==> src/sv/rrts_pkg.sv <==
`timescale 1ns / 1ps
// ----------------------------------------------------------------------------
// rrts_pkg
// Shared types and constants of the round-robin time-slice scheduler.
// ----------------------------------------------------------------------------
package rrts_pkg;

  localparam int NCELL = 32;
  localparam int IW    = $clog2(NCELL);
  localparam int CW    = $clog2(NCELL + 1);

  localparam logic [21:0] NOW_MAX   = 22'h3FFFFF;
  localparam logic [20:0] WSUM_MAX  = 21'h1FFFFF;

  localparam logic [1:0] K_LOAD  = 2'd0;
  localparam logic [1:0] K_RUN   = 2'd1;
  localparam logic [1:0] K_READ  = 2'd2;
  localparam logic [1:0] K_CLEAR = 2'd3;

  localparam logic [2:0] ST_LOADED = 3'd0;
  localparam logic [2:0] ST_SLICE  = 3'd1;
  localparam logic [2:0] ST_DONE   = 3'd2;
  localparam logic [2:0] ST_FULL   = 3'd3;
  localparam logic [2:0] ST_READ   = 3'd4;

  typedef struct packed {
    logic [7:0]  pid;
    logic [15:0] arrival;
    logic [15:0] service;
    logic [15:0] remaining;
    logic [21:0] wait_t;
  } slot_t;

  // control broadcast from the sequencer to every cell
  typedef struct packed {
    logic        shift_in;    // cells rotate toward lower index (scan step)
    logic        ins;         // insert new entry
    logic [15:0] ins_arr;
    slot_t       ins_slot;
    logic        upd;         // cell 0 gets head_new
    slot_t       head_new;
  } cell_ctl_t;

endpackage

==> src/sv/rrts_cell.sv <==
`timescale 1ns / 1ps
// ----------------------------------------------------------------------------
// rrts_cell
// One table cell. The chain is a ring held in logical order starting at
// rotation offset: cell i holds logical entry (rot + i) mod count. Insertion
// is done in physical positions, so the sequencer first rotates the ring
// back to offset zero.
// ----------------------------------------------------------------------------
module rrts_cell
  import rrts_pkg::*;
(
  input  logic      clk,
  input  cell_ctl_t ctl,
  input  logic      last,       // this cell is at position count-1 (ring wrap)
  input  logic      at_count,   // this cell is at position count
  input  slot_t     up_slot,    // from cell i+1
  input  slot_t     wrap_slot,  // cell 0, wraps into position count-1
  input  slot_t     dn_slot,    // from cell i-1
  input  logic      dn_gt,      // cell i-1 arrival > new arrival (and occupied)
  input  logic      occ,        // this cell below count
  input  logic      is_head,
  output slot_t     slot,
  output logic      gt          // occupied and arrival > insert arrival
);

  slot_t slot_r;
  logic  self_gt;

  assign self_gt = occ && (slot_r.arrival > ctl.ins_arr);
  assign gt      = self_gt;
  assign slot    = slot_r;

  // arrivals are sorted, so the first cell past the new arrival takes the
  // new entry and every cell after it takes its lower neighbor
  always_ff @(posedge clk) begin
    if (ctl.shift_in && occ) begin
      slot_r <= last ? wrap_slot : up_slot;
    end else if (ctl.ins) begin
      if (self_gt || at_count) begin
        if (dn_gt) begin
          slot_r <= dn_slot;        // shift up
        end else begin
          slot_r <= ctl.ins_slot;
        end
      end
    end else if (ctl.upd && is_head) begin
      slot_r <= ctl.head_new;
    end
  end

endmodule

==> config.mk <==
export PLATFORM = sky130hd
export DESIGN_NAME = rrts_cell
export DESIGN_NICKNAME = d
export VERILOG_FILES = /design/src/sv/rrts_pkg.sv /design/src/sv/rrts_cell.sv
export SDC_FILE = /design/constraint.sdc
export NUM_CORES = 1
export LEC_CHECK = 0
export BUFFER_PORTS_ARGS = -buffer_cell sky130_fd_sc_hd__buf_4
export CELL_PAD_IN_SITES_DETAIL_PLACEMENT = 0
export CELL_PAD_IN_SITES_GLOBAL_PLACEMENT = 1
export CORE_AREA = 2 2 191 193
export CTS_BUF_LIST = sky130_fd_sc_hd__clkbuf_4 sky130_fd_sc_hd__clkbuf_8
export DETAILED_ROUTE_END_ITERATION = 12
export DIE_AREA = 0 0 193 195
export GPL_TIMING_DRIVEN = 0
export HOLD_SLACK_MARGIN = 0.1
export PLACE_DENSITY_LB_ADDON = 0.1
export REMOVE_ABC_BUFFERS = 1
export SYNTH_ARGS = -nofsm -noshare
export SYNTH_HDL_FRONTEND = slang
export SYNTH_SLANG_ARGS = --single-unit
==> constraint.sdc <==
create_clock -name clk -period 6.96 [get_ports clk]
set_input_delay 0 -clock clk [delete_from_list [all_inputs] [get_ports clk]]
set_output_delay 0 -clock clk [all_outputs]
set_load 0.005 [all_outputs]
# Word-level counts from Yosys, hierarchy flattened
# Index checks and enable logic that the tools add are counted.
# W data, S select, Z words.
# op_classes
n_mux	6
magnitude_cmp	1
n_eq_ne	1
reduce_logical	6
# ops
op	n
$mux W78	6
$gt A16 B16 Y1	1
$logic_and A1 B1 Y1	3
$ne A3 B1 Y1 const B	1
$reduce_bool A3 Y1	1
$reduce_and A2 Y1	1
$logic_or A1 B1 Y1	1
# totals
register_bits	78
elab_cells	19
inputBits	415

# Depth between registers and ports, before layout
# logic_depth
depth_word	6
depth_mapped	7
mapped_depth_nobuf	7

# Worst setup path before layout
# No wires, ideal clock.
# synth_path
path_kind	register -> register
startpoint	register slot_r, in the netlist slot[65]
endpoint	register slot_r, in the netlist slot[0] (enable)
t_arrival_ps	5251
path_stages_with_launch	7
setup_time_ps	535
slack_ps	1174
period_less_slack_ps	5786
path_cell_list	edfxtp_1 -> ha_1 -> nand4_1 -> or4_4 -> a21oi_2 -> a2111oi_0 -> o211ai_1
# synth_via
elab_chain_len	5
# synth_rtl
item	line	rtl
from (decl)	rrts_cell.sv:26	slot_t slot_r;
from (signal assigned)	rrts_cell.sv:37	slot_r <= last ? wrap_slot : up_slot;
from (signal assigned)	rrts_cell.sv:41	slot_r <= dn_slot;
from (signal assigned)	rrts_cell.sv:43	slot_r <= ctl.ins_slot;
$gt A16 B16 Y1	rrts_cell.sv:29	assign self_gt = occ && (slot_r.arrival > ctl.ins_arr);
$logic_and A1 B1 Y1	rrts_cell.sv:29	
$logic_or A1 B1 Y1	rrts_cell.sv:39	if (self_gt || at_count) begin
$ne A3 B1 Y1 (no source line)	--	
$reduce_and A2 Y1 (no source line)	--	
# No other way between the ends.
# A chain may end at the register's enable or synchronous reset.

# Worst setup path after layout
# layout_path
startpoint	register slot_r, in the netlist slot[65]
endpoint	register slot_r, in the netlist slot[7] (enable)
# Same word-level chain as after synthesis.

==> flow_metrics.env <==
export IMPL_outcome="completed"
export IMPL_hold_buffers=221
export IMPL_cp_start_kind="register"
export IMPL_antenna_found_initial=1
export IMPL_postSynthAreaPerCell_um2=10.1
export IMPL_cts_setup_buffers=0
export IMPL_first_global_vias=7481
export IMPL_row_count=69
export IMPL_finalSetupViolations=0
export IMPL_largest_reg_flops=78
export IMPL_synth_area_leaders="edfxtp_1 (40%), mux2i_1 (27%), o211ai_1 (10%), o21ai_1 (6.7%), nand2_1 (5.2%)"
export IMPL_dpl_cell_area_um2=10100
export IMPL_syn_to_final_growth_pct=113
export IMPL_maxCapViolCount=0
export IMPL_n_fill_cell=3779
export IMPL_gp_congestion=0.704
export IMPL_clk_latency_ns=0.37
export IMPL_yosysUniqueCellTypes=27
export IMPL_vias=7151
export IMPL_synth_edf_count=78
export IMPL_ys_ff_latch=78
export IMPL_cts_resized=0
export IMPL_ioPinCount=494
export IMPL_startpoint="slot[65]$_DFFE_PP_"
export IMPL_netlist_area_um2=5890
export IMPL_synthCells=583
export IMPL_worstHoldStart="wrap_slot[67]"
export IMPL_register_area_um2=2340
export IMPL_drtPass1Iterations=4
export IMPL_grt_overflow=0
export IMPL_drt_first_iter_violations=196
export IMPL_hold_viol_final=0
export IMPL_tightest_slew_ns=0.897
export IMPL_synth_ff_type="edfxtp_1"
export IMPL_worstPathRequired_ns=7.05
export IMPL_fin_crit_sh=0.551
export IMPL_r2r_start="slot[65]$_DFFE_PP_"
export IMPL_leakagePower_nw=5.78
export IMPL_cts_made_buffers=9
export IMPL_clock_sinks=78
export IMPL_clkSlewWorstSetupHoldPaths_ns=0.10
export IMPL_fmax_ghz=0.261
export IMPL_hold_ws_ns=0.0966
export IMPL_nets=1700
export IMPL_grt_max_degree=81
export IMPL_yosys_area_top_type_share=0.398
export IMPL_finClkSkew_ns=0.0182
export IMPL_die_h_um=195
export IMPL_drc=0
export IMPL_cts_root_buf="clkbuf_8"
export IMPL_dp_hpwl_um=23000
export IMPL_synth_seq_area_share=0.398
export IMPL_initial_utilization=0.166
export IMPL_postLayoutCellArea_um2=12500
export IMPL_p_total_mw=1.69
export IMPL_fin_setup_tns_ns=0
export IMPL_cp_slowest_cell="o211ai_1"
export IMPL_power_density_nw_per_um2=135
export IMPL_dieArea_um2=37600
export IMPL_die_w_um=193
export IMPL_min_path_type="primary input to register"
export IMPL_slew_violations=0
export IMPL_cts_tree="built"
export IMPL_multi_input_area_um2=3220
export IMPL_min_period_ns=3.83
export IMPL_vias_per_cell=4.12
export IMPL_yosys_warnings=0
export IMPL_drt_wl_total_um=29700
export IMPL_portBuffers=493
export IMPL_rsz0062_at_grt="no"
export IMPL_synthArstFlopShare=0
export IMPL_htreeDepth=3
export IMPL_cp_cell_sequence="ha_1, nand4_1, or4_4, a21oi_2, a2111oi_0, o211ai_1, buf_4, buf_4, buf_4, buf_4, buf_4"
export IMPL_end_kind="register"
export IMPL_path_common_cell="buf_4"
export IMPL_criticalPathCategory="register to register"
export IMPL_grt_usage=0.151
export IMPL_routedWlPerCell_um=17.1
export IMPL_max_stage_delay_ns=0.75
export IMPL_peakVddDrop_mv=0.0725
export IMPL_cts_buffer_depth=2
export IMPL_max_slew_margin=0.399
export IMPL_synth_most_common_cell="mux2i_1"
export IMPL_grt_first_pass_wirelength_um=42900
export IMPL_synth_largest_area_cell="edfxtp_1"
export IMPL_path_max_fanout=9
export IMPL_drive_gt1_frac=0.414
export IMPL_core_um2=35400
export IMPL_yosys_top_cells_count="mux2i_1 (156), nand2_1 (82), o211ai_1 (80)"
export IMPL_drtAntennaViolNets=0
export IMPL_worst_ep_arrival_time_ns=3.92
-- cells in the final DEF (no fill, tap or decap), types with 2 or more instances in the layout --
| master | Yosys | routed |
|---|---|---|
| a21oi_1 | 7 | 7 |
| buf_16 | 0 | 4 |
| buf_4 | 4 | 500 |
| buf_6 | 1 | 3 |
| clkbuf_4 | 0 | 2 |
| clkbuf_8 | 2 | 9 |
| clkinv_4 | 0 | 2 |
| dlygate4sd3_1 | 0 | 221 |
| edfxtp_1 | 78 | 78 |
| ha_1 | 16 | 16 |
| inv_1 | 16 | 16 |
| mux2i_1 | 156 | 156 |
| nand2_1 | 82 | 81 |
| nand4_1 | 3 | 3 |
| nor2b_1 | 2 | 2 |
| o211ai_1 | 80 | 80 |
| o21a_1 | 2 | 2 |
| o21ai_1 | 79 | 79 |
-- where the power goes --
part | switching (mW) | internal (mW)
registers | 0.0188 | 0.591
logic | 0.257 | 0.446
clock network | 0.203 | 0.175
-- worst paths after layout --
| kind | slack [ns] | to | cells past startpoint |
|---|---|---|---|
| setup / recovery | 3.13 | slot[7]$_DFFE_PP_ | 11 |
| hold / removal | 0.1 | slot[67]$_DFFE_PP_ | 3 |
| setup reg to reg | 3.13 | slot[7]$_DFFE_PP_ | 11 |
| hold reg to reg | 1.53 | slot[56]$_DFFE_PP_ | 5 |
-- critical path, delay by kind of cell, from the launching register on --
family                   cells  cell delay, ns
buffers and inverters        5            1.16
AO/OA/AOI/OAI                3            0.99
AND/OR/NAND/NOR              2            0.67
flip-flops                   1            0.40
adder cells (fa/ha/maj)      1            0.33
-- kinds of logic after synthesis --
kind of cell    share of synthesized area
compound gates                      0.184
fa+ha+maj                          0.0340
buf+inv                            0.0561
flops                               0.398
mux                                 0.265
simple gates                       0.0625
-- per-stage QoR --
step           utilization  instances  setup WS [ns]
6_report             0.353       1736           3.13
3_5_place_dp         0.285       1498           2.96
2_1_floorplan            -        530         -0.392
3_3_place_gp         0.280       1484          -8.51
4_1_cts              0.353       1735           2.99
5_1_grt              0.353       1736           2.76
-- area by class of cell --
cell class                 instances  share of cell area
timing repair buffer             728               0.488
antenna                            1            0.000200
clock buffer                      11              0.0111
multi-input combinational        436               0.258
tap                              461              0.0461
inverter                          16             0.00480
clock inverter                     5             0.00480
sequential                        78               0.187
-- metal layers --
metal  vias up  part of all wire  track usage
li1       3586                 -            -
met1      3241              0.37        0.162
met2       309              0.51        0.277
met4         0             0.013       0.0295
met5         -                 0            0
met3        15              0.11       0.0625
(Power assumes the default switching activity.)
